--- src/rtl/core/hhds_pkg.sv ---
// Shared types and constants of the HTTP header delimiter scanner.
// No dependencies; every other file of the block but hhds_in_if imports this package.
package hhds_pkg;

    // Widths of the result fields.
    localparam int unsigned POS_W = 10;
    localparam int unsigned IDX_W = 5;

    // Delimiter characters.
    localparam logic [7:0] C_COLON = 8'h3A;
    localparam logic [7:0] C_CR    = 8'h0D;
    localparam logic [7:0] C_LF    = 8'h0A;
    localparam logic [7:0] C_SPACE = 8'h20;

    typedef enum logic [1:0] {
        EV_NONE  = 2'd0,
        EV_NAME  = 2'd1,
        EV_VALUE = 2'd2,
        EV_END   = 2'd3
    } t_event;

    typedef struct packed {
        t_event             event_res;
        logic [POS_W-1:0]   position;
        logic [IDX_W-1:0]   entry_index;
        logic               terminator_mark;
        logic               table_full;
        logic               offset_overflow;
    } t_result;

endpackage

--- src/rtl/core/hhds_in_if.sv ---
// Input byte channel of the HTTP header delimiter scanner.
// Depends on nothing but the valid/ready handshake convention.
interface hhds_in_if;
    logic       valid;
    logic       ready;
    logic [7:0] data_byte;

    modport source (output valid, output data_byte, input ready);
    modport sink (input valid, input data_byte, output ready);
endinterface

--- src/rtl/core/hhds_out_if.sv ---
// Result channel of the HTTP header delimiter scanner.
// Depends on hhds_pkg for the event type and field widths.
interface hhds_out_if import hhds_pkg::*; ();
    logic               valid;
    logic               ready;
    t_event             event_res;
    logic [POS_W-1:0]   position;
    logic [IDX_W-1:0]   entry_index;
    logic               terminator_mark;
    logic               table_full;
    logic               offset_overflow;

    modport source (
        output valid, output event_res, output position, output entry_index,
        output terminator_mark, output table_full, output offset_overflow,
        input ready
    );
    modport sink (
        input valid, input event_res, input position, input entry_index,
        input terminator_mark, input table_full, input offset_overflow,
        output ready
    );
endinterface

--- src/rtl/core/http_header_delimiter_scanner_top.sv ---
// Top level of the HTTP response head delimiter scanner.
// Depends on hhds_pkg, hhds_in_if, hhds_out_if, hhds_scan and hhds_out_buf.
//
//   Channel  Direction  Payload                                     Per transfer
//   i_in     in         data_byte                                   one head byte
//   o_out    out        event_res, position, entry_index,           one result
//                       terminator_mark, table_full, offset_overflow
//
// Every accepted byte yields exactly one result. The byte is classified and the
// parser state updated in the cycle of its transfer; the result is registered in
// the output buffer before it is visible on o_out. One byte per cycle is
// sustained while the buffer has room, set by the single state update per byte.
// A two-entry output buffer lets the input keep flowing while one result waits,
// so i_in.ready drops only when two results are held. Reset (i_rst_n low at a
// clock edge) returns the parser to the start of a head and empties the buffer.
module http_header_delimiter_scanner_top import hhds_pkg::*; #(
    parameter int unsigned MAX_ENTRIES = 32,
    parameter int unsigned HEAD_BYTES  = 1024
) (
    input  logic           i_clk,
    input  logic           i_rst_n,
    hhds_in_if.sink        i_in,
    hhds_out_if.source     o_out
);

    // A transfer on the input channel advances the parser state.
    logic    w_accept;
    logic    w_in_ready;
    t_result w_scan_result;
    t_result w_out_data;
    logic    w_out_valid;

    assign w_accept   = i_in.valid && w_in_ready;
    assign i_in.ready = w_in_ready;

    // Classification of the byte and the header parser state.
    hhds_scan #(
        .MAX_ENTRIES (MAX_ENTRIES),
        .HEAD_BYTES  (HEAD_BYTES)
    ) u_scan (
        .i_clk       (i_clk),
        .i_rst_n     (i_rst_n),
        .i_accept    (w_accept),
        .i_data_byte (i_in.data_byte),
        .o_result    (w_scan_result)
    );

    // Result register with a skid stage toward the consumer.
    hhds_out_buf u_out_buf (
        .i_clk        (i_clk),
        .i_rst_n      (i_rst_n),
        .i_push_valid (i_in.valid),
        .o_push_ready (w_in_ready),
        .i_push_data  (w_scan_result),
        .o_valid      (w_out_valid),
        .i_ready      (o_out.ready),
        .o_data       (w_out_data)
    );

    // Unpack the held result onto the output channel.
    assign o_out.valid           = w_out_valid;
    assign o_out.event_res       = w_out_data.event_res;
    assign o_out.position        = w_out_data.position;
    assign o_out.entry_index     = w_out_data.entry_index;
    assign o_out.terminator_mark = w_out_data.terminator_mark;
    assign o_out.table_full      = w_out_data.table_full;
    assign o_out.offset_overflow = w_out_data.offset_overflow;

endmodule

--- src/rtl/core/hhds_scan.sv ---
// Parser state and per-byte classification of the header scanner.
// Depends on hhds_pkg; the result is captured by the output buffer.
module hhds_scan import hhds_pkg::*; #(
    parameter int unsigned MAX_ENTRIES = 32,
    parameter int unsigned HEAD_BYTES  = 1024
) (
    input  logic        i_clk,
    input  logic        i_rst_n,
    input  logic        i_accept,
    input  logic [7:0]  i_data_byte,
    output t_result     o_result
);

    localparam int unsigned OW  = $clog2(HEAD_BYTES + 1);
    localparam int unsigned CW  = $clog2(MAX_ENTRIES + 1);
    localparam int unsigned PW  = (OW > POS_W) ? OW : POS_W;
    localparam int unsigned XW  = (CW > IDX_W) ? CW : IDX_W;

    logic [OW-1:0] r_byte_offset, n_byte_offset;
    logic [CW-1:0] r_entry_count, n_entry_count;
    logic          r_awaiting_name, n_awaiting_name;
    logic          r_awaiting_value, n_awaiting_value;
    logic          r_status_line_pending, n_status_line_pending;
    logic          r_inside_value, n_inside_value;
    logic [1:0]    r_return_count, n_return_count;
    logic [1:0]    r_newline_count, n_newline_count;

    logic          w_ovf;
    logic [OW-1:0] w_pos;
    logic [CW-1:0] w_idx;
    logic [PW-1:0] w_pos_ext;
    logic [XW-1:0] w_idx_ext;

    always_ff @(posedge i_clk) begin
        if (!i_rst_n) begin
            r_byte_offset         <= '0;
            r_entry_count         <= '0;
            r_awaiting_name       <= 1'b1;
            r_awaiting_value      <= 1'b0;
            r_status_line_pending <= 1'b1;
            r_inside_value        <= 1'b0;
            r_return_count        <= '0;
            r_newline_count       <= '0;
        end else if (i_accept) begin
            r_byte_offset         <= n_byte_offset;
            r_entry_count         <= n_entry_count;
            r_awaiting_name       <= n_awaiting_name;
            r_awaiting_value      <= n_awaiting_value;
            r_status_line_pending <= n_status_line_pending;
            r_inside_value        <= n_inside_value;
            r_return_count        <= n_return_count;
            r_newline_count       <= n_newline_count;
        end
    end

    always_comb begin
        n_byte_offset         = r_byte_offset;
        n_entry_count         = r_entry_count;
        n_awaiting_name       = r_awaiting_name;
        n_awaiting_value      = r_awaiting_value;
        n_status_line_pending = r_status_line_pending;
        n_inside_value        = r_inside_value;
        n_return_count        = r_return_count;
        n_newline_count       = r_newline_count;

        o_result.event_res       = EV_NONE;
        o_result.terminator_mark = 1'b0;
        o_result.table_full      = 1'b0;
        w_idx                    = '0;

        // The offset counter parks at the buffer size.
        w_ovf = (r_byte_offset >= OW'(HEAD_BYTES));
        w_pos = w_ovf ? OW'(HEAD_BYTES - 1) : r_byte_offset;
        if (!w_ovf) begin
            n_byte_offset = r_byte_offset + OW'(1);
        end

        if (i_data_byte == C_COLON) begin
            if (!r_inside_value) begin
                o_result.terminator_mark = 1'b1;
                n_awaiting_value         = 1'b1;
            end
        end else if (i_data_byte == C_CR) begin
            o_result.terminator_mark = 1'b1;
            n_return_count = (r_return_count == 2'd3) ? 2'd3 : r_return_count + 2'd1;
            n_inside_value = 1'b0;
        end else if (i_data_byte == C_LF) begin
            n_newline_count = (r_newline_count == 2'd3) ? 2'd3 : r_newline_count + 2'd1;
            n_awaiting_name = 1'b1;
            n_inside_value  = 1'b0;
            // Blank line: second CR already seen and this is the second LF.
            if (r_return_count == 2'd2 && r_newline_count == 2'd1) begin
                o_result.event_res    = EV_END;
                n_byte_offset         = '0;
                n_entry_count         = '0;
                n_awaiting_name       = 1'b1;
                n_awaiting_value      = 1'b0;
                n_status_line_pending = 1'b1;
                n_inside_value        = 1'b0;
                n_return_count        = '0;
                n_newline_count       = '0;
            end
        end else begin
            n_return_count  = '0;
            n_newline_count = '0;
            if (i_data_byte == C_SPACE) begin
                if (r_status_line_pending) begin
                    o_result.terminator_mark = 1'b1;
                    n_awaiting_value         = 1'b1;
                    n_status_line_pending    = 1'b0;
                end
            end else if (r_awaiting_name) begin
                n_awaiting_name = 1'b0;
                if (r_entry_count >= CW'(MAX_ENTRIES)) begin
                    o_result.table_full = 1'b1;
                end else begin
                    o_result.event_res = EV_NAME;
                    w_idx              = r_entry_count;
                    n_entry_count      = r_entry_count + CW'(1);
                end
            end else if (r_awaiting_value) begin
                o_result.event_res = EV_VALUE;
                w_idx = (r_entry_count == '0) ? '0 : r_entry_count - CW'(1);
                n_inside_value   = 1'b1;
                n_awaiting_value = 1'b0;
            end
        end

        w_pos_ext = PW'(w_pos);
        w_idx_ext = XW'(w_idx);
        o_result.position        = w_pos_ext[POS_W-1:0];
        o_result.entry_index     = w_idx_ext[IDX_W-1:0];
        o_result.offset_overflow = w_ovf;
    end

    a_end_restarts: assert property (@(posedge i_clk) disable iff (!i_rst_n)
        (i_accept && o_result.event_res == EV_END) |=>
        (r_byte_offset == '0 && r_entry_count == '0 && r_status_line_pending))
        else $error("state not restored after end of head");

    a_entry_bound: assert property (@(posedge i_clk) disable iff (!i_rst_n)
        r_entry_count <= CW'(MAX_ENTRIES))
        else $error("entry count beyond table size");

    a_full_only_at_max: assert property (@(posedge i_clk) disable iff (!i_rst_n)
        (i_accept && o_result.table_full) |-> (r_entry_count == CW'(MAX_ENTRIES)))
        else $error("table full reported with free entries");

    a_offset_bound: assert property (@(posedge i_clk) disable iff (!i_rst_n)
        r_byte_offset <= OW'(HEAD_BYTES))
        else $error("byte offset passed its saturation point");

endmodule

--- src/rtl/core/hhds_out_buf.sv ---
// Two-entry output buffer (result register plus skid stage) of the scanner.
// Depends on hhds_pkg for the result type.
module hhds_out_buf import hhds_pkg::*; (
    input  logic    i_clk,
    input  logic    i_rst_n,
    input  logic    i_push_valid,
    output logic    o_push_ready,
    input  t_result i_push_data,
    output logic    o_valid,
    input  logic    i_ready,
    output t_result o_data
);

    logic [1:0] r_count, n_count;
    t_result    r_head, n_head;
    t_result    r_skid, n_skid;
    logic       w_push;
    logic       w_pop;

    assign o_push_ready = (r_count != 2'd2);
    assign o_valid      = (r_count != 2'd0);
    assign o_data       = r_head;
    assign w_push       = i_push_valid && o_push_ready;
    assign w_pop        = o_valid && i_ready;

    always_ff @(posedge i_clk) begin
        if (!i_rst_n) begin
            r_count <= '0;
        end else begin
            r_count <= n_count;
        end
    end

    always_ff @(posedge i_clk) begin
        r_head <= n_head;
        r_skid <= n_skid;
    end

    always_comb begin
        n_head  = r_head;
        n_skid  = r_skid;
        n_count = r_count;
        unique case (r_count)
            2'd0: begin
                if (w_push) begin
                    n_head  = i_push_data;
                    n_count = 2'd1;
                end
            end
            2'd1: begin
                if (w_push && w_pop) begin
                    n_head = i_push_data;
                end else if (w_push) begin
                    n_skid  = i_push_data;
                    n_count = 2'd2;
                end else if (w_pop) begin
                    n_count = 2'd0;
                end
            end
            2'd2: begin
                if (w_pop) begin
                    n_head  = r_skid;
                    n_count = 2'd1;
                end
            end
            default: begin
                n_count = '0;
            end
        endcase
    end

    a_count_max: assert property (@(posedge i_clk) disable iff (!i_rst_n)
        r_count != 2'd3)
        else $error("output buffer overfilled");

    a_push_grows: assert property (@(posedge i_clk) disable iff (!i_rst_n)
        (w_push && !w_pop) |=> (r_count == 2'($past(r_count) + 2'd1)))
        else $error("transfer into buffer lost");

    a_pop_shrinks: assert property (@(posedge i_clk) disable iff (!i_rst_n)
        (w_pop && !w_push) |=> (r_count == 2'($past(r_count) - 2'd1)))
        else $error("transfer out of buffer not retired");

endmodule
--- src/flat_wrapper.sv ---
// flat-port wrapper written by rule: the top's interface ports become plain ports
module http_header_delimiter_scanner_top_flat import hhds_pkg::*;
#(
    parameter int unsigned MAX_ENTRIES = 32,
    parameter int unsigned HEAD_BYTES  = 1024
)
  (i_clk, i_rst_n, i_in_valid, i_in_data_byte, i_in_ready, o_out_valid, o_out_event_res, o_out_position, o_out_entry_index, o_out_terminator_mark, o_out_table_full, o_out_offset_overflow, o_out_ready);
  hhds_in_if i_in_i ();
  hhds_out_if o_out_i ();
  input  logic i_clk;
  input  logic i_rst_n;
  input wire logic [$bits(i_in_i.valid)-1:0] i_in_valid;
  input wire logic [$bits(i_in_i.data_byte)-1:0] i_in_data_byte;
  output wire logic [$bits(i_in_i.ready)-1:0] i_in_ready;
  output wire logic [$bits(o_out_i.valid)-1:0] o_out_valid;
  output wire logic [$bits(o_out_i.event_res)-1:0] o_out_event_res;
  output wire logic [$bits(o_out_i.position)-1:0] o_out_position;
  output wire logic [$bits(o_out_i.entry_index)-1:0] o_out_entry_index;
  output wire logic [$bits(o_out_i.terminator_mark)-1:0] o_out_terminator_mark;
  output wire logic [$bits(o_out_i.table_full)-1:0] o_out_table_full;
  output wire logic [$bits(o_out_i.offset_overflow)-1:0] o_out_offset_overflow;
  input wire logic [$bits(o_out_i.ready)-1:0] o_out_ready;
  assign i_in_i.valid = i_in_valid;
  assign i_in_i.data_byte = i_in_data_byte;
  assign i_in_ready = i_in_i.ready;
  assign o_out_valid = o_out_i.valid;
  assign o_out_event_res = o_out_i.event_res;
  assign o_out_position = o_out_i.position;
  assign o_out_entry_index = o_out_i.entry_index;
  assign o_out_terminator_mark = o_out_i.terminator_mark;
  assign o_out_table_full = o_out_i.table_full;
  assign o_out_offset_overflow = o_out_i.offset_overflow;
  assign o_out_i.ready = o_out_ready;
  http_header_delimiter_scanner_top #(.MAX_ENTRIES(MAX_ENTRIES), .HEAD_BYTES(HEAD_BYTES)) u_core (.i_clk(i_clk), .i_rst_n(i_rst_n), .i_in(i_in_i), .o_out(o_out_i));
endmodule
--- config.mk ---
export PLATFORM = sky130hd
export DESIGN_NAME = http_header_delimiter_scanner_top_flat
export DESIGN_NICKNAME = d
export VERILOG_FILES = /design/src/rtl/core/hhds_pkg.sv /design/src/rtl/core/hhds_in_if.sv /design/src/rtl/core/hhds_out_if.sv /design/src/rtl/core/http_header_delimiter_scanner_top.sv /design/src/rtl/core/hhds_scan.sv /design/src/rtl/core/hhds_out_buf.sv /design/src/flat_wrapper.sv
export SDC_FILE = /design/constraint.sdc
export NUM_CORES = 1
export LEC_CHECK = 0
export BUFFER_PORTS_ARGS = -buffer_cell sky130_fd_sc_hd__clkbuf_2
export CAP_MARGIN = 10
export CORE_MARGIN = 2
export CORE_UTILIZATION = 50
export DETAILED_ROUTE_END_ITERATION = 8
export GPL_TIMING_DRIVEN = 0
export PLACE_DENSITY = 0.7
export SLEW_MARGIN = 20
export SYNTH_ARGS = -nofsm -noshare
export SYNTH_HDL_FRONTEND = slang
export SYNTH_HIERARCHICAL = 1
export SYNTH_SLANG_ARGS = --single-unit
--- constraint.sdc ---
create_clock -name i_clk -period 7.9 [get_ports i_clk]
set_clock_uncertainty 0.05 [all_clocks]
set_input_delay 2.37 -clock i_clk [delete_from_list [all_inputs] [get_ports i_clk]]
set_output_delay 2.37 -clock i_clk [all_outputs]
set_load 0.005 [all_outputs]
==> impl_results.md <==
* Register area at 0.001742 mm2
* Wire length on met1 at 2852 um
* Hold Fails Final Rpt at 0
* Sequential element share of the synthesized area at 0.5261
* Wire per inst at 14.16 um
* Number of placed I/O pins at 34
* #FFs+latches synth at 67
* Syn Nets at 313
* Antenna-violating nets left at 0
* DPL Wire Length at 4182 um
* Clk Latency, worst-skew pair at 0.34 ns
* Nets at 357
* Fillcell total at 542
* Setup Crit Path Kind: in2reg
* Setup TNS at 0 ns
* Most frequent cells in the layout: 40 x edfxtp_1, 31 x clkbuf_2, 28 x nor2_1, 27 x nand2_1, 27 x dfxtp_1
* Pwr dens at 195.5 mW/mm2
* Worst-margin pin slew at 0.8923 ns
* Crit end category: register
* Setup Buffers After CTS at 0
* Design area at 0.003797 mm2
* Mux cell area share after synthesis at 0.09751
* Largest family of logic cells by synthesized area: simple AND/OR/NAND/NOR gates
* CP startpoint kind: input port
* Period minus WS final at 4.361 ns
* Multi-input logic area at 0.001470 mm2
* Top sig layer: met4
* Hold Crit Class: reg2reg
* Mapped cell area at 0.003311 mm2
* Vias in the first global route at 2,070
* Clk sinks at 67
* Area delta synth->final at 14.70%
* Synth Area in Simple Gates at 0.1893
* Htree depth at 3
* Via Count at 2,330
* EDFF count, synth at 40
* Clock Tree Buf Depth at 2
* Area share of fa/ha/maj cells after synthesis at 0.02268
* Share of layout cells above drive strength 1 at 0.2820
* Worst-path clk slew at 0.08 ns
* DIE HEIGHT at 85.37 um
* Leakage power at 1.483 nW
* Site Rows at 29
* Worst Path Required at 7.95 ns
* Synth Warn # at 6
* PostCTS Resize Cnt at 0
* # DRC at 0
* Largest net degree at the start of global routing at 18
* Synth Area in Compound Gates at 0.1115
* N_diodes at 0
* Die extent in x at 85.37 um
* # Max-Cap Violations at 0
* Met2 wire length at 2703 um
* Core area at 0.006386 mm2
* Total CTS buffers at 9
* Util after Layout at 0.5946
* # hold bufs at CTS at 0
* Root buf cell: clkbuf_8
* Pre-Repair DR Iteration Count at 5
* Met3 wire length at 325 um
* Gr usage total at 0.1729
* CTS tree: done
* Asr flop ratio synth at 0
* Post-synthesis xor/xnor area fraction at 0.02116
* Initial antenna violation count at 0
* Worst slew margin relative to its limit at 0.4006
* Die Area at 0.007288 mm2
* First DRT Iteration DRCs at 163
* Routed WL at 5962 um
* RSZ-0062 raised after global routing: no
* Commonest non-fill, non-tap cell in the layout: edfxtp_1
* Number of buffers inserted by port buffering at 31
* IR drop worst, VDD at 0.1751 mV
* Unique masters post-synth at 55
* Routability Congestion at 0.8561
* Syn Inst Count at 295
* Status: complete, no violations
* Achievable Freq at 229.3 MHz
* Final setup vio count at 0
* Area post-placement at 0.003591 mm2
* Grt ovf at 0
* Top FF cell, synth: edfxtp_1
* Period utilisation layout at 0.5520
* Syn_area_per_cell at 11.22 um2
* Starting Density at 0.5184
* Fin. max-slew vios at 0
* Vias/cell at 5.534
* Crit path DAT at 4.41 ns
* CP max FO at 8
* First-pass GRT wire length at 9777 um
## metrics by stage
stage | hold slack, ns | cells | worst slack [ns] | total power [W]
after detailed placement | 0.4313 | 405 | 3.201 | 0.0004542
after floorplan | 0.3973 | 295 | 3.541 | 0.0004318
after global routing | 0.4602 | 421 | 3.369 | 0.0007723
final | 0.4388 | 421 | 3.539 | 0.0007423
after CTS | 0.4429 | 421 | 3.572 | 0.0007519
after global placement | 0.4178 | 403 | 2.972 | 0.0004512
## cell type report
cell class,count,share of cell area
Buffer,10,0.01878
Clock buffer,9,0.03262
Clock inverter,7,0.02175
Inverter,9,0.008896
Multi-Input combinational cell,209,0.3872
Sequential cell,67,0.4586
Tap cell,77,0.02537
Timing Repair Buffer,33,0.04679
## cells by family (layout without fill, tap and decap cells)
group	Yosys count	in the layout
compound gates	57	57
xor+xnor	8	8
fa+ha+maj	6	6
buf+inv	19	68
flops	67	67
mux	23	23
simple gates	115	115
## power breakdown
part           total [W]  internal (W)  leakage, nW  switching (W)
sequential      0.000387      0.000381        0.606     0.00000601
combinational  0.0000589     0.0000256        0.777      0.0000333
clock           0.000296      0.000151       0.0988       0.000145
total           0.000742      0.000558         1.48       0.000185
## state kept, by name (all words and copies together), names as in the netlist, 2 cells and up
name,flops
u_core/u_out_buf/r_count,2
u_core/u_scan/r_newline_count,2
u_core/u_scan/r_entry_count,6
u_core/u_out_buf/r_skid,20
u_core/u_scan/r_byte_offset,11
u_core/u_out_buf/o_data,20
u_core/u_scan/r_return_count,2
## worst paths after layout
kind	start	to	slack (ns)	depth (start not counted)
worst max-delay path	i_in_data_byte[1]	u_core/u_out_buf/o_data[18]$_DFFE_PP_	3.54	7
worst min-delay path	u_core/u_scan/r_byte_offset[9]$_SDFFE_PN0P_	u_core/u_scan/r_byte_offset[9]$_SDFFE_PN0P_	0.44	2
worst min register to register	u_core/u_scan/r_byte_offset[9]$_SDFFE_PN0P_	u_core/u_scan/r_byte_offset[9]$_SDFFE_PN0P_	0.44	2
worst max register to register	u_core/u_out_buf/r_count[0]$_SDFFE_PN0P_	u_core/u_scan/r_awaiting_value$_SDFFE_PN0P_	5.33	9
## synthesized netlist by cell type, drive strengths merged, types with 3 or more instances
| cell | n | area [um2] |
|---|---|---|
| or2 | 10 | 62.56 |
| ha | 6 | 75.07 |
| mux2i | 3 | 30.03 |
| edfxtp | 40 | 1201 |
| nor3 | 7 | 46.30 |
| nor4 | 4 | 25.02 |
| nor2 | 28 | 105.1 |
| and3 | 3 | 18.77 |
| a31oi | 5 | 31.28 |
| dfxtp | 27 | 540.5 |
| nand2 | 27 | 101.4 |
| o21ai | 15 | 78.82 |
| a21boi | 3 | 26.28 |
| a22oi | 3 | 22.52 |
| mux2 | 20 | 292.8 |
| clkbuf | 4 | 15.01 |
| or3 | 3 | 18.77 |
| nand2b | 4 | 27.53 |
| xor2 | 6 | 52.55 |
| inv | 9 | 33.78 |
| nor2b | 6 | 45.04 |
| buf | 6 | 56.30 |
| a21oi | 18 | 90.09 |
| nand3 | 9 | 45.04 |
## critical path: stages
cell	delay, ns
clkbuf_2	0.13
nor3_1	0.35
a32o_1	0.19
a22oi_1	0.09
nor3_1	0.70
o21ai_0	0.27
mux2_4	0.32
## metal layers
layer / track usage / vias to the layer above
li1: - / 1170
met1: 0.2343 / 1075
met2: 0.2607 / 75
met3: 0.03502 / 10
met4: 0.09380 / 0
met5: 0 / -
Note: power is estimated with default switching activity, not from simulation.
